[src/design/cfpk_pkg.sv]
// ----------------------------------------------------------------------------
// cfpk_pkg
// Shared types, constants and the CRC-8 step for the chunked frame packetizer.
// ----------------------------------------------------------------------------
package cfpk_pkg;

  localparam int LENGTH_WIDTH_DEF = 16;
  localparam int QUEUE_DEPTH      = 2;
  localparam int PADDR_W          = 3;
  localparam int PDATA_W          = 32;
  localparam int MIN_FRAME_LEN    = 2;

  localparam logic [7:0] SYNC0           = 8'hAA;
  localparam logic [7:0] SYNC1           = 8'h55;
  localparam logic [7:0] MARK0           = 8'hFF;
  localparam logic [7:0] MARK1           = 8'hD8;
  localparam logic [7:0] CRC_POLY        = 8'h07;
  localparam logic [7:0] MAX_PAYLOAD_RST = 8'd200;
  localparam logic [7:0] MIN_PAYLOAD     = 8'd2;

  // register index taken from paddr[2]
  localparam logic REG_MAX_PAYLOAD = 1'b0;

  localparam logic OP_START = 1'b0;
  localparam logic OP_DATA  = 1'b1;

  typedef enum logic [1:0] {
    ST_OK     = 2'd0,
    ST_SHORT  = 2'd1,
    ST_MARKER = 2'd2,
    ST_CHUNKS = 2'd3
  } status_t;

  typedef enum logic [1:0] {
    CMD_DATA   = 2'd0,
    CMD_FRAME  = 2'd1,
    CMD_STATUS = 2'd2
  } cmd_kind_t;

  // one queue entry; CMD_FRAME also opens a new frame in the back end
  typedef struct packed {
    cmd_kind_t   kind;
    status_t     status;
    logic        last;
    logic [7:0]  data;
    logic [15:0] fid;
    logic [7:0]  count;
  } cmd_t;

  typedef struct packed {
    logic       busy;
    logic       big;
    logic [7:0] count;
  } div_res_t;

  function automatic logic [7:0] crc8_next(input logic [7:0] crc, input logic [7:0] b);
    logic [7:0] c;
    c = crc ^ b;
    for (int i = 0; i < 8; i++) begin
      c = c[7] ? ((c << 1) ^ CRC_POLY) : (c << 1);
    end
    return c;
  endfunction

endpackage

[src/design/cfpk_if.sv]
// ----------------------------------------------------------------------------
// cfpk_if
// Valid/ready stream interfaces for the packetizer's input and result channels.
// ----------------------------------------------------------------------------
interface cfpk_in_if #(
  parameter int LENGTH_WIDTH = cfpk_pkg::LENGTH_WIDTH_DEF
);
  logic                    valid;
  logic                    ready;
  logic                    opcode;
  logic [LENGTH_WIDTH-1:0] frame_length;
  logic [7:0]              data_byte;

  modport source (output valid, opcode, frame_length, data_byte, input ready);
  modport sink   (input valid, opcode, frame_length, data_byte, output ready);
endinterface

interface cfpk_out_if;
  logic       valid;
  logic       ready;
  logic [7:0] tx_byte;
  logic       byte_valid;
  logic       chunk_end;
  logic [1:0] status;
  logic       last;

  modport source (output valid, tx_byte, byte_valid, chunk_end, status, last, input ready);
  modport sink   (input valid, tx_byte, byte_valid, chunk_end, status, last, output ready);
endinterface

[src/design/cfpk_queue.sv]
// ----------------------------------------------------------------------------
// cfpk_queue
// Short register FIFO that decouples the front end from the back end.
// ----------------------------------------------------------------------------
module cfpk_queue #(
  parameter int WIDTH = 8,
  parameter int DEPTH = cfpk_pkg::QUEUE_DEPTH
) (
  input  logic             clk,
  input  logic             rst_n,
  input  logic             push,
  input  logic [WIDTH-1:0] wdata,
  input  logic             pop,
  output logic [WIDTH-1:0] rdata,
  output logic             full,
  output logic             empty
);
  import cfpk_pkg::*;

  localparam int PW = (DEPTH > 1) ? $clog2(DEPTH) : 1;
  localparam int CW = $clog2(DEPTH + 1);

  logic [WIDTH-1:0] mem [DEPTH];
  logic [PW-1:0]    wr_ptr_r, rd_ptr_r;
  logic [CW-1:0]    cnt_r;

  assign full  = (cnt_r == CW'(DEPTH));
  assign empty = (cnt_r == '0);
  assign rdata = mem[rd_ptr_r];

  always_ff @(posedge clk) begin
    if (push) begin
      mem[wr_ptr_r] <= wdata;
    end
  end

  always_ff @(posedge clk) begin
    if (!rst_n) begin
      wr_ptr_r <= '0;
      rd_ptr_r <= '0;
      cnt_r    <= '0;
    end else begin
      if (push) begin
        wr_ptr_r <= (wr_ptr_r == PW'(DEPTH - 1)) ? '0 : wr_ptr_r + PW'(1);
      end
      if (pop) begin
        rd_ptr_r <= (rd_ptr_r == PW'(DEPTH - 1)) ? '0 : rd_ptr_r + PW'(1);
      end
      if (push && !pop) begin
        cnt_r <= cnt_r + CW'(1);
      end else if (pop && !push) begin
        cnt_r <= cnt_r - CW'(1);
      end
    end
  end

endmodule

[src/design/cfpk_div.sv]
// ----------------------------------------------------------------------------
// cfpk_div
// Bit-serial restoring divider: chunk count = ceil(length / payload).
// ----------------------------------------------------------------------------
module cfpk_div #(
  parameter int LENGTH_WIDTH = cfpk_pkg::LENGTH_WIDTH_DEF
) (
  input  logic                      clk,
  input  logic                      rst_n,
  input  logic                      start,
  input  logic [LENGTH_WIDTH-1:0]   len,
  input  logic [7:0]                payload,
  output cfpk_pkg::div_res_t        res
);
  import cfpk_pkg::*;

  localparam int DW = LENGTH_WIDTH + 1;
  localparam int CW = $clog2(DW + 1);

  logic          busy_r;
  logic [CW-1:0] cnt_r;
  logic [DW-1:0] dvd_r;
  logic [7:0]    rem_r;
  logic [7:0]    q_r;
  logic          big_r;

  logic [8:0]    r_sh;
  logic          ge;

  assign r_sh = {rem_r, dvd_r[DW-1]};
  assign ge   = (r_sh >= {1'b0, payload});

  assign res.busy  = busy_r;
  assign res.big   = big_r;
  assign res.count = q_r;

  always_ff @(posedge clk) begin
    if (!rst_n) begin
      busy_r <= 1'b0;
      cnt_r  <= '0;
    end else if (start) begin
      busy_r <= 1'b1;
      cnt_r  <= CW'(DW);
    end else if (busy_r) begin
      cnt_r <= cnt_r - CW'(1);
      if (cnt_r == CW'(1)) begin
        busy_r <= 1'b0;
      end
    end
  end

  // quotient keeps its low byte; anything shifted past bit 7 marks > 255 chunks
  always_ff @(posedge clk) begin
    if (start) begin
      dvd_r <= DW'(len) + DW'(payload) - DW'(1);
      rem_r <= '0;
      q_r   <= '0;
      big_r <= 1'b0;
    end else if (busy_r) begin
      dvd_r <= dvd_r << 1;
      rem_r <= ge ? 8'(r_sh - {1'b0, payload}) : r_sh[7:0];
      q_r   <= {q_r[6:0], ge};
      big_r <= big_r | q_r[7];
    end
  end

endmodule

[src/design/cfpk_front.sv]
// ----------------------------------------------------------------------------
// cfpk_front
// Accepts input items, tracks frame state, checks the marker and queues
// commands for the back end.
// ----------------------------------------------------------------------------
module cfpk_front #(
  parameter int LENGTH_WIDTH = cfpk_pkg::LENGTH_WIDTH_DEF
) (
  input  logic                      clk,
  input  logic                      rst_n,
  cfpk_in_if.sink                   in_ch,
  input  logic                      q_full,
  output logic                      q_push,
  output cfpk_pkg::cmd_t            q_cmd,
  output logic [LENGTH_WIDTH-1:0]   q_len,
  output logic                      div_start,
  output logic [LENGTH_WIDTH-1:0]   div_len,
  input  cfpk_pkg::div_res_t        div_res
);
  import cfpk_pkg::*;

  localparam int LW = LENGTH_WIDTH;

  typedef enum logic [2:0] {
    F_IDLE  = 3'b001,
    F_DIV   = 3'b010,
    F_PUSH2 = 3'b100
  } front_state_t;

  typedef enum logic [1:0] {
    POS_FIRST  = 2'd0,
    POS_SECOND = 2'd1,
    POS_STREAM = 2'd2
  } pos_t;

  front_state_t  state_r, state_nxt;
  pos_t          pos_r, pos_nxt;
  logic          active_r, active_nxt;
  logic [LW-1:0] left_r, left_nxt;
  logic [7:0]    held_r, held_nxt;
  logic [7:0]    second_r, second_nxt;
  logic [15:0]   next_id_r, next_id_nxt;
  logic          accept;

  assign in_ch.ready = (state_r == F_IDLE) && !q_full;
  assign accept      = in_ch.valid && in_ch.ready;
  // chunk count is worked out once the marker pair is in, with the payload
  // that is current while the divider runs
  assign div_len     = left_r;

  always_comb begin
    state_nxt   = state_r;
    pos_nxt     = pos_r;
    active_nxt  = active_r;
    left_nxt    = left_r;
    held_nxt    = held_r;
    second_nxt  = second_r;
    next_id_nxt = next_id_r;
    q_push      = 1'b0;
    q_cmd       = '0;
    q_len       = '0;
    div_start   = 1'b0;

    unique case (state_r)
      F_IDLE: begin
        if (accept) begin
          if (in_ch.opcode == OP_START) begin
            pos_nxt  = POS_FIRST;
            held_nxt = '0;
            if (in_ch.frame_length < LW'(MIN_FRAME_LEN)) begin
              q_push       = 1'b1;
              q_cmd.kind   = CMD_STATUS;
              q_cmd.status = ST_SHORT;
              q_cmd.last   = 1'b1;
              active_nxt   = 1'b0;
              left_nxt     = '0;
            end else begin
              active_nxt = 1'b1;
              left_nxt   = in_ch.frame_length;
            end
          end else if (active_r) begin
            unique case (pos_r)
              POS_FIRST: begin
                held_nxt = in_ch.data_byte;
                pos_nxt  = POS_SECOND;
              end
              POS_SECOND: begin
                if (held_r != MARK0 || in_ch.data_byte != MARK1) begin
                  q_push       = 1'b1;
                  q_cmd.kind   = CMD_STATUS;
                  q_cmd.status = ST_MARKER;
                  q_cmd.last   = 1'b1;
                  active_nxt   = 1'b0;
                  left_nxt     = '0;
                end else begin
                  second_nxt = in_ch.data_byte;
                  pos_nxt    = POS_STREAM;
                  div_start  = 1'b1;
                  state_nxt  = F_DIV;
                end
              end
              POS_STREAM: begin
                q_push     = 1'b1;
                q_cmd.kind = CMD_DATA;
                q_cmd.data = in_ch.data_byte;
                q_cmd.last = 1'b1;
                left_nxt   = left_r - LW'(1);
                if (left_r == LW'(1)) begin
                  active_nxt = 1'b0;
                end
              end
              default: begin
                pos_nxt = POS_FIRST;
              end
            endcase
          end
        end
      end
      F_DIV: begin
        if (!div_res.busy && !q_full) begin
          q_push = 1'b1;
          if (div_res.big) begin
            q_cmd.kind   = CMD_STATUS;
            q_cmd.status = ST_CHUNKS;
            q_cmd.last   = 1'b1;
            active_nxt   = 1'b0;
            left_nxt     = '0;
            state_nxt    = F_IDLE;
          end else begin
            // held marker byte opens the frame, the second byte follows
            q_cmd.kind  = CMD_FRAME;
            q_cmd.data  = held_r;
            q_cmd.fid   = next_id_r;
            q_cmd.count = div_res.count;
            q_len       = left_r;
            next_id_nxt = next_id_r + 16'd1;
            left_nxt    = left_r - LW'(2);
            if (left_r == LW'(2)) begin
              active_nxt = 1'b0;
            end
            state_nxt = F_PUSH2;
          end
        end
      end
      F_PUSH2: begin
        if (!q_full) begin
          q_push     = 1'b1;
          q_cmd.kind = CMD_DATA;
          q_cmd.data = second_r;
          q_cmd.last = 1'b1;
          state_nxt  = F_IDLE;
        end
      end
      default: begin
        state_nxt = F_IDLE;
      end
    endcase
  end

  always_ff @(posedge clk) begin
    if (!rst_n) begin
      state_r   <= F_IDLE;
      pos_r     <= POS_FIRST;
      active_r  <= 1'b0;
      left_r    <= '0;
      held_r    <= '0;
      next_id_r <= '0;
    end else begin
      state_r   <= state_nxt;
      pos_r     <= pos_nxt;
      active_r  <= active_nxt;
      left_r    <= left_nxt;
      held_r    <= held_nxt;
      next_id_r <= next_id_nxt;
    end
  end

  always_ff @(posedge clk) begin
    second_r <= second_nxt;
  end

endmodule

[src/design/cfpk_back.sv]
// ----------------------------------------------------------------------------
// cfpk_back
// Expands queued commands into wire bytes: chunk header, data, CRC-8, or a
// status result. Holds the output register.
// ----------------------------------------------------------------------------
module cfpk_back #(
  parameter int LENGTH_WIDTH = cfpk_pkg::LENGTH_WIDTH_DEF
) (
  input  logic                      clk,
  input  logic                      rst_n,
  input  logic                      q_empty,
  input  cfpk_pkg::cmd_t            q_cmd,
  input  logic [LENGTH_WIDTH-1:0]   q_len,
  output logic                      q_pop,
  input  logic [7:0]                payload,
  cfpk_out_if.source                out_ch
);
  import cfpk_pkg::*;

  localparam int LW = LENGTH_WIDTH;

  typedef enum logic [4:0] {
    B_IDLE = 5'b00001,
    B_HDR  = 5'b00010,
    B_DATA = 5'b00100,
    B_CRC  = 5'b01000,
    B_STAT = 5'b10000
  } back_state_t;

  back_state_t   state_r, state_nxt;
  logic [LW-1:0] left_r, left_nxt;
  logic [7:0]    chunk_left_r, chunk_left_nxt;
  logic [7:0]    clen_r, clen_nxt;
  logic [2:0]    hdr_idx_r, hdr_idx_nxt;
  logic [7:0]    crc_r, crc_nxt;
  logic [7:0]    chunk_num_r, chunk_num_nxt;
  logic [7:0]    count_r, count_nxt;
  logic [15:0]   fid_r, fid_nxt;
  logic [7:0]    cur_byte_r, cur_byte_nxt;
  logic          cur_last_r, cur_last_nxt;
  status_t       cur_status_r, cur_status_nxt;

  logic          out_valid_r, out_valid_nxt;
  logic [7:0]    tx_byte_r;
  logic          byte_valid_r, chunk_end_r, last_r;
  status_t       status_r;

  logic          load_ok;
  logic          emit;
  logic [7:0]    e_byte;
  logic          e_bv, e_cend, e_last;
  status_t       e_status;
  logic [7:0]    hdr_byte;

  assign load_ok = !out_valid_r || out_ch.ready;

  assign out_ch.valid      = out_valid_r;
  assign out_ch.tx_byte    = tx_byte_r;
  assign out_ch.byte_valid = byte_valid_r;
  assign out_ch.chunk_end  = chunk_end_r;
  assign out_ch.status     = status_r;
  assign out_ch.last       = last_r;

  always_comb begin
    unique case (hdr_idx_r)
      3'd0: hdr_byte = SYNC0;
      3'd1: hdr_byte = SYNC1;
      3'd2: hdr_byte = fid_r[7:0];
      3'd3: hdr_byte = fid_r[15:8];
      3'd4: hdr_byte = chunk_num_r;
      3'd5: hdr_byte = count_r;
      3'd6: hdr_byte = clen_r;
      3'd7: hdr_byte = 8'h00;   // chunk length never exceeds one byte
    endcase
  end

  always_comb begin
    state_nxt      = state_r;
    left_nxt       = left_r;
    chunk_left_nxt = chunk_left_r;
    clen_nxt       = clen_r;
    hdr_idx_nxt    = hdr_idx_r;
    crc_nxt        = crc_r;
    chunk_num_nxt  = chunk_num_r;
    count_nxt      = count_r;
    fid_nxt        = fid_r;
    cur_byte_nxt   = cur_byte_r;
    cur_last_nxt   = cur_last_r;
    cur_status_nxt = cur_status_r;
    q_pop          = 1'b0;
    emit           = 1'b0;
    e_byte         = '0;
    e_bv           = 1'b0;
    e_cend         = 1'b0;
    e_last         = 1'b0;
    e_status       = ST_OK;

    unique case (state_r)
      B_IDLE: begin
        if (!q_empty) begin
          q_pop          = 1'b1;
          cur_byte_nxt   = q_cmd.data;
          cur_last_nxt   = q_cmd.last;
          cur_status_nxt = q_cmd.status;
          unique case (q_cmd.kind)
            CMD_STATUS: begin
              state_nxt = B_STAT;
            end
            CMD_FRAME: begin
              fid_nxt       = q_cmd.fid;
              count_nxt     = q_cmd.count;
              left_nxt      = q_len;
              chunk_num_nxt = '0;
              crc_nxt       = '0;
              hdr_idx_nxt   = '0;
              clen_nxt      = (q_len < LW'(payload)) ? q_len[7:0] : payload;
              state_nxt     = B_HDR;
            end
            CMD_DATA: begin
              if (chunk_left_r == '0) begin
                crc_nxt     = '0;
                hdr_idx_nxt = '0;
                clen_nxt    = (left_r < LW'(payload)) ? left_r[7:0] : payload;
                state_nxt   = B_HDR;
              end else begin
                state_nxt = B_DATA;
              end
            end
            default: begin
              state_nxt = B_IDLE;
            end
          endcase
        end
      end
      B_HDR: begin
        if (load_ok) begin
          emit        = 1'b1;
          e_byte      = hdr_byte;
          e_bv        = 1'b1;
          crc_nxt     = crc8_next(crc_r, hdr_byte);
          hdr_idx_nxt = hdr_idx_r + 3'd1;
          if (hdr_idx_r == 3'd7) begin
            chunk_left_nxt = clen_r;
            state_nxt      = B_DATA;
          end
        end
      end
      B_DATA: begin
        if (load_ok) begin
          emit           = 1'b1;
          e_byte         = cur_byte_r;
          e_bv           = 1'b1;
          crc_nxt        = crc8_next(crc_r, cur_byte_r);
          chunk_left_nxt = chunk_left_r - 8'd1;
          left_nxt       = left_r - LW'(1);
          if (chunk_left_r == 8'd1) begin
            state_nxt = B_CRC;
          end else begin
            e_last    = cur_last_r;
            state_nxt = B_IDLE;
          end
        end
      end
      B_CRC: begin
        if (load_ok) begin
          emit          = 1'b1;
          e_byte        = crc_r;
          e_bv          = 1'b1;
          e_cend        = 1'b1;
          e_last        = cur_last_r;
          chunk_num_nxt = chunk_num_r + 8'd1;
          state_nxt     = B_IDLE;
        end
      end
      B_STAT: begin
        if (load_ok) begin
          emit      = 1'b1;
          e_status  = cur_status_r;
          e_last    = 1'b1;
          state_nxt = B_IDLE;
        end
      end
      default: begin
        state_nxt = B_IDLE;
      end
    endcase

    if (emit) begin
      out_valid_nxt = 1'b1;
    end else if (out_ch.ready) begin
      out_valid_nxt = 1'b0;
    end else begin
      out_valid_nxt = out_valid_r;
    end
  end

  always_ff @(posedge clk) begin
    if (!rst_n) begin
      state_r      <= B_IDLE;
      out_valid_r  <= 1'b0;
      left_r       <= '0;
      chunk_left_r <= '0;
      chunk_num_r  <= '0;
      crc_r        <= '0;
      hdr_idx_r    <= '0;
    end else begin
      state_r      <= state_nxt;
      out_valid_r  <= out_valid_nxt;
      left_r       <= left_nxt;
      chunk_left_r <= chunk_left_nxt;
      chunk_num_r  <= chunk_num_nxt;
      crc_r        <= crc_nxt;
      hdr_idx_r    <= hdr_idx_nxt;
    end
  end

  always_ff @(posedge clk) begin
    clen_r       <= clen_nxt;
    count_r      <= count_nxt;
    fid_r        <= fid_nxt;
    cur_byte_r   <= cur_byte_nxt;
    cur_last_r   <= cur_last_nxt;
    cur_status_r <= cur_status_nxt;
    if (emit) begin
      tx_byte_r    <= e_byte;
      byte_valid_r <= e_bv;
      chunk_end_r  <= e_cend;
      status_r     <= e_status;
      last_r       <= e_last;
    end
  end

endmodule

[src/design/chunked_frame_packetizer_crc8.sv]
// ----------------------------------------------------------------------------
// chunked_frame_packetizer_crc8
// Splits length-prefixed frames into CRC-8 protected chunks on a byte stream.
// ----------------------------------------------------------------------------
// Every item is taken when the two-entry command queue has room, but the byte
// that completes a good FF D8 marker holds off the next item while a
// bit-serial divider works out the chunk count, then while the frame command
// and the second marker byte are queued, and longer while the queue is full.
// The back end sets the sustained rate: each data byte is a queue pop and then
// the byte, the first byte of a chunk is preceded by eight header bytes, the
// last is followed by the CRC byte, and any byte waits while out_ch stalls.
// A rejected frame yields a single status result (byte_valid low) marked last.
// ----------------------------------------------------------------------------
module chunked_frame_packetizer_crc8 #(
  parameter int LENGTH_WIDTH = cfpk_pkg::LENGTH_WIDTH_DEF
) (
  input  logic                          clk,
  input  logic                          rst_n,
  cfpk_in_if.sink                       in_ch,
  cfpk_out_if.source                    out_ch,
  input  logic                          psel,
  input  logic                          penable,
  input  logic                          pwrite,
  input  logic [cfpk_pkg::PADDR_W-1:0]  paddr,
  input  logic [cfpk_pkg::PDATA_W-1:0]  pwdata,
  output logic [cfpk_pkg::PDATA_W-1:0]  prdata,
  output logic                          pready
);
  import cfpk_pkg::*;

  localparam int CMD_W = $bits(cmd_t);
  localparam int QW    = CMD_W + LENGTH_WIDTH;

  logic [7:0]              max_payload_r;
  logic [7:0]              eff_payload;

  logic                    q_push, q_pop, q_full, q_empty;
  cmd_t                    f_cmd;
  logic [LENGTH_WIDTH-1:0] f_len;
  logic [QW-1:0]           q_wdata, q_rdata;
  cmd_t                    b_cmd;
  logic [LENGTH_WIDTH-1:0] b_len;

  logic                    div_start;
  logic [LENGTH_WIDTH-1:0] div_len;
  div_res_t                div_res;

  // config register
  assign pready = 1'b1;
  assign prdata = (paddr[2] == REG_MAX_PAYLOAD) ? PDATA_W'(max_payload_r) : '0;

  always_ff @(posedge clk) begin
    if (!rst_n) begin
      max_payload_r <= MAX_PAYLOAD_RST;
    end else if (psel && penable && pwrite && pready && paddr[2] == REG_MAX_PAYLOAD) begin
      max_payload_r <= pwdata[7:0];
    end
  end

  // payload below two behaves as two
  assign eff_payload = (max_payload_r < MIN_PAYLOAD) ? MIN_PAYLOAD : max_payload_r;

  assign q_wdata = {f_len, f_cmd};
  assign b_cmd   = cmd_t'(q_rdata[CMD_W-1:0]);
  assign b_len   = q_rdata[QW-1 -: LENGTH_WIDTH];

  cfpk_div #(.LENGTH_WIDTH(LENGTH_WIDTH)) u_div (
    .clk     (clk),
    .rst_n   (rst_n),
    .start   (div_start),
    .len     (div_len),
    .payload (eff_payload),
    .res     (div_res)
  );

  cfpk_front #(.LENGTH_WIDTH(LENGTH_WIDTH)) u_front (
    .clk       (clk),
    .rst_n     (rst_n),
    .in_ch     (in_ch),
    .q_full    (q_full),
    .q_push    (q_push),
    .q_cmd     (f_cmd),
    .q_len     (f_len),
    .div_start (div_start),
    .div_len   (div_len),
    .div_res   (div_res)
  );

  cfpk_queue #(.WIDTH(QW), .DEPTH(QUEUE_DEPTH)) u_queue (
    .clk   (clk),
    .rst_n (rst_n),
    .push  (q_push),
    .wdata (q_wdata),
    .pop   (q_pop),
    .rdata (q_rdata),
    .full  (q_full),
    .empty (q_empty)
  );

  cfpk_back #(.LENGTH_WIDTH(LENGTH_WIDTH)) u_back (
    .clk     (clk),
    .rst_n   (rst_n),
    .q_empty (q_empty),
    .q_cmd   (b_cmd),
    .q_len   (b_len),
    .q_pop   (q_pop),
    .payload (eff_payload),
    .out_ch  (out_ch)
  );

  a_no_push_full: assert property (@(posedge clk) disable iff (!rst_n)
    q_push |-> !q_full)
    else $error("command pushed into full queue");

  a_no_pop_empty: assert property (@(posedge clk) disable iff (!rst_n)
    q_pop |-> !q_empty)
    else $error("command popped from empty queue");

  a_status_alone: assert property (@(posedge clk) disable iff (!rst_n)
    (out_ch.valid && out_ch.status != ST_OK) |-> (!out_ch.byte_valid && out_ch.last))
    else $error("status result carries a wire byte or is not last");

  a_crc_is_byte: assert property (@(posedge clk) disable iff (!rst_n)
    (out_ch.valid && out_ch.chunk_end) |-> (out_ch.byte_valid && out_ch.status == ST_OK))
    else $error("chunk end without a wire byte");

endmodule
[src/flat_wrapper.sv]
// flat-port wrapper written by rule: the top's interface ports become plain ports
module chunked_frame_packetizer_crc8_flat import cfpk_pkg::*;
#(
  parameter int LENGTH_WIDTH = cfpk_pkg::LENGTH_WIDTH_DEF
)
  (clk, rst_n, psel, penable, pwrite, paddr, pwdata, prdata, pready, in_ch_valid, in_ch_opcode, in_ch_frame_length, in_ch_data_byte, in_ch_ready, out_ch_valid, out_ch_tx_byte, out_ch_byte_valid, out_ch_chunk_end, out_ch_status, out_ch_last, out_ch_ready);
  cfpk_in_if #(.LENGTH_WIDTH(LENGTH_WIDTH)) in_ch_i ();
  cfpk_out_if out_ch_i ();
  input  logic clk;
  input  logic rst_n;
  input  logic psel;
  input  logic penable;
  input  logic pwrite;
  input  logic [cfpk_pkg::PADDR_W-1:0] paddr;
  input  logic [cfpk_pkg::PDATA_W-1:0] pwdata;
  output logic [cfpk_pkg::PDATA_W-1:0] prdata;
  output logic pready;
  input wire logic [$bits(in_ch_i.valid)-1:0] in_ch_valid;
  input wire logic [$bits(in_ch_i.opcode)-1:0] in_ch_opcode;
  input wire logic [$bits(in_ch_i.frame_length)-1:0] in_ch_frame_length;
  input wire logic [$bits(in_ch_i.data_byte)-1:0] in_ch_data_byte;
  output wire logic [$bits(in_ch_i.ready)-1:0] in_ch_ready;
  output wire logic [$bits(out_ch_i.valid)-1:0] out_ch_valid;
  output wire logic [$bits(out_ch_i.tx_byte)-1:0] out_ch_tx_byte;
  output wire logic [$bits(out_ch_i.byte_valid)-1:0] out_ch_byte_valid;
  output wire logic [$bits(out_ch_i.chunk_end)-1:0] out_ch_chunk_end;
  output wire logic [$bits(out_ch_i.status)-1:0] out_ch_status;
  output wire logic [$bits(out_ch_i.last)-1:0] out_ch_last;
  input wire logic [$bits(out_ch_i.ready)-1:0] out_ch_ready;
  assign in_ch_i.valid = in_ch_valid;
  assign in_ch_i.opcode = in_ch_opcode;
  assign in_ch_i.frame_length = in_ch_frame_length;
  assign in_ch_i.data_byte = in_ch_data_byte;
  assign in_ch_ready = in_ch_i.ready;
  assign out_ch_valid = out_ch_i.valid;
  assign out_ch_tx_byte = out_ch_i.tx_byte;
  assign out_ch_byte_valid = out_ch_i.byte_valid;
  assign out_ch_chunk_end = out_ch_i.chunk_end;
  assign out_ch_status = out_ch_i.status;
  assign out_ch_last = out_ch_i.last;
  assign out_ch_i.ready = out_ch_ready;
  chunked_frame_packetizer_crc8 #(.LENGTH_WIDTH(LENGTH_WIDTH)) u_core (.clk(clk), .rst_n(rst_n), .in_ch(in_ch_i), .out_ch(out_ch_i), .psel(psel), .penable(penable), .pwrite(pwrite), .paddr(paddr), .pwdata(pwdata), .prdata(prdata), .pready(pready));
endmodule
[config.mk]
export PLATFORM = sky130hd
export DESIGN_NAME = chunked_frame_packetizer_crc8_flat
export DESIGN_NICKNAME = d
export VERILOG_FILES = /design/src/design/cfpk_pkg.sv /design/src/design/cfpk_if.sv /design/src/design/cfpk_queue.sv /design/src/design/cfpk_div.sv /design/src/design/cfpk_front.sv /design/src/design/cfpk_back.sv /design/src/design/chunked_frame_packetizer_crc8.sv /design/src/flat_wrapper.sv
export SDC_FILE = /design/constraint.sdc
export NUM_CORES = 1
export LEC_CHECK = 0
export ABC_AREA = 1
export BUFFER_PORTS_ARGS = -buffer_cell sky130_fd_sc_hd__buf_2
export CELL_PAD_IN_SITES_DETAIL_PLACEMENT = 0
export CELL_PAD_IN_SITES_GLOBAL_PLACEMENT = 1
export CORE_MARGIN = 3
export CORE_UTILIZATION = 42
export CTS_BUF_LIST = sky130_fd_sc_hd__clkbuf_16
export DETAILED_ROUTE_END_ITERATION = 8
export GPL_ROUTABILITY_DRIVEN = 0
export PLACE_DENSITY = 0.76
export SLEW_MARGIN = 5
export SYNTH_ARGS = -nofsm -noshare
export SYNTH_HDL_FRONTEND = slang
export SYNTH_HIERARCHICAL = 1
export SYNTH_SLANG_ARGS = --single-unit
export TNS_END_PERCENT = 100
[constraint.sdc]
create_clock -name clk -period 4 [get_ports clk]
set_clock_uncertainty 0.1 [all_clocks]
set_input_delay 0.2 -clock clk [delete_from_list [all_inputs] [get_ports clk]]
set_output_delay 0.2 -clock clk [all_outputs]
set_load 0.02 [all_outputs]
==> results.md, run 1 <==
- CORE AREA: 43300 µm²
- Largest net degree at the start of global routing: 54
- Die X: 216 µm
- Vias in the first global route: 14107
- Leakage: 8.77 nW
- Worst-path clk slew: 60 ps
- Avg WL per Cell: 15.6 µm
- Num CTS Buffers: 36
- H-Tree Depth: 2
- Asr flop ratio synth: 0%
- GR Overflow Total: 0
- Unique masters post-synth: 66
- TritonCTS clock tree: done
- Setup crit end: u_core/u_back/clen_r[7]$_DFFE_PP_
- Max-slew violations: 0
- Yosys reg bits: 318
- Critical Path RT: 4190 ps
- Layout filler cell count: 4218
- TritonCTS Sinks: 318
- Power Density: 562 nW/µm²
- Mapped Area: 18500 µm²
- Outcome: completed
- Most frequent cells in the layout: nand2_1 (522), nor2_1 (285), inv_1 (255)
- Tmin final: 3140 ps
- Number of remaining DRC errors: 0
- Layout cells sized above 1: 12.0%
- I/O Buffers: 63
- Critical Path End Type: flop
- Worst flop-to-flop path startpoint: u_core/max_payload_r[4]$_SDFFE_PN0P_
- Commonest non-fill, non-tap cell in the layout: nand2_1
- Worst hold path class: in -> reg
- DRT iter0 DRCs: 1127
- Critical R2R Capture: u_core/u_back/clen_r[7]$_DFFE_PP_
- Post-route ant nets: 0
- Critical Path Fanout Max: 16
- I/O pins: 115
- Tot GR Track Use: 19.6%
- Flop-to-flop setup slack: 860 ps
- Critical path class: reg -> reg
- Overall Power: 11.6 mW
- Hold Fails Final Rpt: 0
- Crit. Startpoint: u_core/max_payload_r[4]$_SDFFE_PN0P_
- # setup viols final: 0
- Dpl hpwl: 33.5 mm
- Sequential share of the synthesized area: 44.6%
- First-pass GRT wire length: 74.1 mm
- Max_slew headroom: 25.0%
- Final worst-path cycle share: 78.4%
- Initial antenna violation count: 0
- Total number of vias: 14850
- Average cell area after synthesis: 8.23 µm²
- Cells after Synth: 2244
- Ant. Diodes: 0
- Synth warnings: 6
- Fmax: 0.319 GHz
- NumNets Final: 2471
- Reg2reg path depth: 13
- Clk_lat worst skew: 550 ps
- Post-synth EDFFs: 187
- Setup tns final: 0 ps
- Top-area cell type share of the netlist area: 30.4%
- Top cells by area, synth: edfxtp_1 (30%), dfxtp_1 (14%), nand2_1 (11%), nor2_1 (5.8%), inv_1 (5.1%)
- Vias per inst: 5.04
- Synth-to-layout area growth: 12.1%
- Setup crit start kind: flop
- Final WL: 46.1 mm
- FP Rows: 76
- RSZ-0062 raised after global routing: no
- 1st-pass router iterations: 5
- Maximum clock insertion buffer count: 3
- Maxcap violations: 0
- Area leader, netlist: edfxtp_1
- Worst EP arrival: 3330 ps
- Worst slew pin tran: 1120 ps
- CTS Root Cell: clkbuf_16
- Synth Flop Type: edfxtp_1
- Max VDD drop: 0.000288 V
- HP Start: psel
- Initial Util: 42.7%
- Full die area: 46500 µm²
- Die height: 216 µm
stage by stage:
step / utilization [%] / worst slack, ps / instances / instance area [µm²] / hold slack (ps)
after floorplan: - / 477 / 2267 / 18600 / 199
after global placement: 44.3 / 911 / 2843 / 19100 / 317
after detailed placement: 44.3 / 862 / 2843 / 19100 / 323
after CTS: 47.8 / 856 / 2946 / 20700 / 5.51
after global routing: 47.8 / 529 / 2946 / 20700 / 44.5
final: 47.8 / 863 / 2946 / 20700 / 34.9
per-layer routing:
layer  vias up  share of wire, %  GRT usage [%]
met5         -                 0              0
met4         0               1.8           4.67
met3        54               4.4           3.22
met2       294                46           32.3
met1      6930                48           27.1
li1       7572                 -              -
Yosys cell counts, types with 3 or more instances:
master    instances
a211oi_1         10
a21boi_1          3
a21oi_1         101
a21oi_2           8
a22oi_1          16
a31oi_1          19
and3_1            4
buf_1             5
buf_12            5
buf_2            14
buf_4            33
buf_6             6
clkbuf_1         27
clkinv_1          7
dfxtp_1         131
edfxtp_1        187
ha_1             68
inv_1           252
inv_2            21
mux2_2            3
mux2_4           50
nand2_1         522
nand2_2          11
nand3_1         146
nand3_2           8
nand3b_1          5
nand4_1          37
nor2_1          286
nor2_2           16
nor2_4            3
nor3_1           15
nor3_2            4
nor4_1            4
o211ai_1         14
o21a_1            4
o21ai_0          96
o21ai_1          16
o21bai_1          3
o22ai_1           9
o31ai_1           8
xnor2_1          18
xnor2_2           3
xor2_1           16
area by class of cell:
type,count,area [µm²],area share (%)
Tap cell,585,732,3.54
Clock buffer,36,901,4.35
Sequential cell,318,8240,39.8
Timing Repair Buffer,120,838,4.05
Multi-Input combinational cell,1576,8650,41.8
Clock inverter,29,269,1.30
Inverter,282,1060,5.13
worst min-delay path by stage:
stage / end / cells after the start
3_5_place_dp: u_core/max_payload_r[6]$_SDFFE_PN1P_ / 3
3_3_place_gp: u_core/max_payload_r[6]$_SDFFE_PN1P_ / 3
4_1_cts: u_core/max_payload_r[3]$_SDFFE_PN1P_ / 6
2_1_floorplan: u_core/u_front/second_r[0]$_DFFE_PP_ / 0
6_report: u_core/max_payload_r[3]$_SDFFE_PN1P_ / 6
5_1_grt: u_core/max_payload_r[3]$_SDFFE_PN1P_ / 3
timing repair:
action	CTS	global route
setup buffers	0	0
setup endpoints to repair	0	0
hold buffers	38	0
resized for setup	0	0
endpoints found under the hold margin	38	0
power breakdown:
| part | switching (mW) | leakage [nW] | internal, mW | total [mW] |
|---|---|---|---|---|
| sequential | 0.272 | 2.79 | 3.74 | 4.01 |
| clock | 1.39 | 0.579 | 1.92 | 3.30 |
| combinational | 2.75 | 5.41 | 1.57 | 4.32 |
flip-flops by register name, indices dropped and copies added, names as in the netlist, 8 cells and up, named ones only:
name	flops
u_core/u_front/held_r	8
u_core/u_front/div_len	16
u_core/u_queue/mem	106
u_core/u_back/crc_r	8
u_core/u_div/q_r	8
u_core/u_back/clen_r	8
u_core/max_payload_r	8
u_core/u_back/cur_byte_r	8
u_core/u_back/left_r	16
u_core/u_back/chunk_left_r	8
u_core/u_back/fid_r	16
u_core/u_div/rem_r	8
u_core/u_back/out_ch.tx_byte	8
u_core/u_back/count_r	8
u_core/u_div/dvd_r	17
u_core/u_front/next_id_r	16
u_core/u_front/second_r	8
u_core/u_back/chunk_num_r	8
critical path: stages (launching register included):
cell and delay (ps):
dfxtp_1 360, nor2_1 120, nand3_1 90, o21ai_1 370, inv_1 170, ha_1 320, o21ai_0 70, nand2_1 70
nand3_1 60, nand2_1 60, nand4_1 70, nand4_1 520, o211ai_1 430, nand2_1 90
logic make-up (layout without fill, tap and decap cells):
logic type | after synthesis | in the layout | share of synthesized area [%]
adders and majority gates | 70 | 70 | 4.82
xor gates and xnor gates | 38 | 38 | 2.03
other | 2 | 25 | 0.0407
buffers and inverters | 373 | 467 | 9.11
and+or+nand+nor | 1075 | 1075 | 25.3
muxes | 53 | 53 | 4.25
AOI/OAI and AO/OA | 315 | 315 | 9.88
DFF | 318 | 318 | 44.6
(Power assumes the default switching activity.)
==> inputs of run 2 (changes only) <==
Settings changed: CORE_UTILIZATION 42 to 47, PLACE_DENSITY 0.76 to 0.8.
Clock period 4 ns to 2.9 ns, I/O delays scaled along.
==> run 2 against run 1 <==
  * Sequential cell count unchanged
  * Final cell count decreased by 1.5%
  * Combinational power increased by 41%
  * Via count increased by 0.99%
  * Die area decreased by 10%
  * Wire length decreased by 1.6%
  * Global-route usage increased by 2.4 points
  * Sequential share of layout area decreased by 0.37 points
  * Critical endpoint is now u_core/u_div/dvd_r[15]$_DFFE_PP_
  * Largest power group unchanged
  * Highest routed layer unchanged
==> results.md, run 2 (synthesis gave the netlist of run 1 again) <==
- Worst slew pin tran: 691 ps
- Full die area: 41700 µm²
- TritonCTS Sinks: 318
- Tmin final: 2680 ps
- NumNets Final: 2500
- Setup crit start kind: flop
- Hold Path Sink: u_core/u_front/div_len[4]$_SDFFE_PN0P_
- Synth-to-layout area growth: 13.1%
- Critical Path RT: 3100 ps
- Commonest non-fill, non-tap cell in the layout: nand2_1
- Leakage: 8.94 nW
- Reg2reg path depth: 16
- Avg WL per Cell: 15.6 µm
- Worst hold path class: in -> reg
- Maximum clock insertion buffer count: 3
- Max FFs per register: 106
- I/O Buffers: 63
- Vias in the first global route: 14410
- Biggest register: u_core/u_queue/mem
- Post-route ant nets: 0
- Layout cells sized above 1: 13.0%
- Multi-input logic area: 8680 µm²
- Critical Path, Cell by Cell: nor2_1, nand3_1, o21ai_2, inv_2, ha_1, inv_1, ha_1, fa_2, nand3_1, nand2_2, nand2_2, nand2_2, nand3_2, nand3b_1, nand3_1, nand2_1
- Flop-to-flop setup slack: 220 ps
- Maxcap violations: 0
- Max_slew headroom: 53.8%
- 1st-pass router iterations: 5
- Outcome: completed
- Max VDD drop: 0.000395 V
- Delay-heaviest family, CP: simple AND/OR/NAND/NOR gates
- Critical path class: reg -> reg
- FP Rows: 71
- Worst hold stages: 7
- First-pass GRT wire length: 74.1 mm
- Buf+Inv Stages, Crit Path: 2
- Register Area: 8240 µm²
- Final WL: 45.3 mm
- Initial antenna violation count: 0
- Dpl hpwl: 33.3 mm
- Worst EP arrival: 2880 ps
- Max-slew violations: 0
- Worst hold slack: 69.2 ps
- Hold Fails Final Rpt: 0
- DRT iter0 DRCs: 1066
- Ant. Diodes: 0
- Critical Path End Type: flop
- GR Overflow Total: 0
- Setup tns final: 0 ps
- Vias per inst: 5.17
- Slowest-stage cell, CP: fa_2
- Critical R2R Capture: u_core/u_div/dvd_r[15]$_DFFE_PP_
- Crit. Startpoint: u_core/max_payload_r[4]$_SDFFE_PN0P_
- # setup viols final: 0
- RSZ-0062 raised after global routing: no
- Tot GR Track Use: 22.0%
- Clk_lat worst skew: 550 ps
- Total number of vias: 14997
- Num CTS Buffers: 36
- Final worst-path cycle share: 92.3%
- Power Density: 768 nW/µm²
- H-Tree Depth: 2
- CTS Root Cell: clkbuf_16
- Die X: 204 µm
- TritonCTS clock tree: done
- Critical Path Fanout Max: 3
- Largest net degree at the start of global routing: 54
- HP Start: in_ch_frame_length[4]
- Die height: 204 µm
- Worst flop-to-flop path startpoint: u_core/max_payload_r[4]$_SDFFE_PN0P_
- Most frequent cells in the layout: nand2_1 (518), nor2_1 (285), inv_1 (260)
- Number of remaining DRC errors: 0
- I/O pins: 115
- # Post-CTS Setup Buffers: 0
- CP max stage delay: 350 ps
- Fmax: 0.374 GHz
- Worst-path clk slew: 60 ps
- Layout filler cell count: 3607
- Initial Util: 48.3%
- Regs by FF count: u_core/u_queue/mem: 106 flops, u_core/u_div/dvd_r: 17 flops
- CORE AREA: 38200 µm²
==> run 2: cell count changes in the layout (fill, tap and decap cells not counted), moves of 3 or more <==
cell           delta
buf_12            +3
inv_1             +5
buf_4            +18
nand2_2           +4
dlygate4sd3_1     +8
clkinv_1          -4
nand2_1           -4
==> run 2: cell type report <==
| class | instances | share of cell area [%] |
|---|---|---|
| inverters | 282 | 5.10 |
| flip-flops and latches | 318 | 39.5 |
| clock inverters | 30 | 1.19 |
| multi-input cells | 1576 | 41.6 |
| well taps | 511 | 3.06 |
| clock buffers | 36 | 4.31 |
| repair buffers | 149 | 5.33 |
==> run 2: metal layers <==
layer / GRT usage (%) / up-vias / routed length [µm]
li1: - / 7638 / -
met1: 30.8 / 7038 / 21800
met2: 36.0 / 262 / 21000
met3: 2.60 / 59 / 1660
met4: 6.32 / 0 / 895
met5: 0 / - / 0
==> run 2: through the flow <==
step	setup WS [ps]	std cells	power [mW]	utilization [%]	cell area, µm²
finish	223	2902	16.0	54.7	20900
global route	11.0	2902	17.2	54.7	20900
CTS	47.8	2902	16.1	54.6	20900
detailed placement	56.8	2790	11.6	50.4	19300
global placement	79.4	2790	11.5	50.4	19300
floorplan	133	2267	10.3	-	18600
==> run 2: worst max-delay path by stage <==
stage	cells after the start	slack [ps]	to
3_3_place_gp	16	80	u_core/u_div/dvd_r[15]$_DFFE_PP_
5_1_grt	16	10	u_core/u_div/dvd_r[13]$_DFFE_PP_
2_1_floorplan	10	130	u_core/u_queue/mem[0][0]$_DFFE_PP_
3_5_place_dp	16	60	u_core/u_div/dvd_r[15]$_DFFE_PP_
6_report	16	220	u_core/u_div/dvd_r[15]$_DFFE_PP_
4_1_cts	16	50	u_core/u_div/dvd_r[15]$_DFFE_PP_
==> run 2: worst reg2reg max path: cells and delay by family (launching register included) <==
family | cells | cell delay, ps
flip-flops | 1 | 310
adder cells (fa/ha/maj) | 3 | 840
buffers and inverters | 2 | 120
AO/OA/AOI/OAI | 1 | 200
AND/OR/NAND/NOR | 10 | 870
==> run 2: power breakdown <==
| part | leakage [nW] | internal [mW] | total [mW] | switching (mW) |
|---|---|---|---|---|
| clock network | 0.594 | 2.56 | 4.43 | 1.87 |
| registers | 2.79 | 5.16 | 5.51 | 0.350 |
| logic | 5.55 | 2.26 | 6.11 | 3.85 |
==> run 2: timing repair <==
action                     in CTS  in global routing
gates resized for setup         0                  8
hold endpoints to repair       64                  0
hold buffers                   46                  0
setup endpoints to repair       0                  5
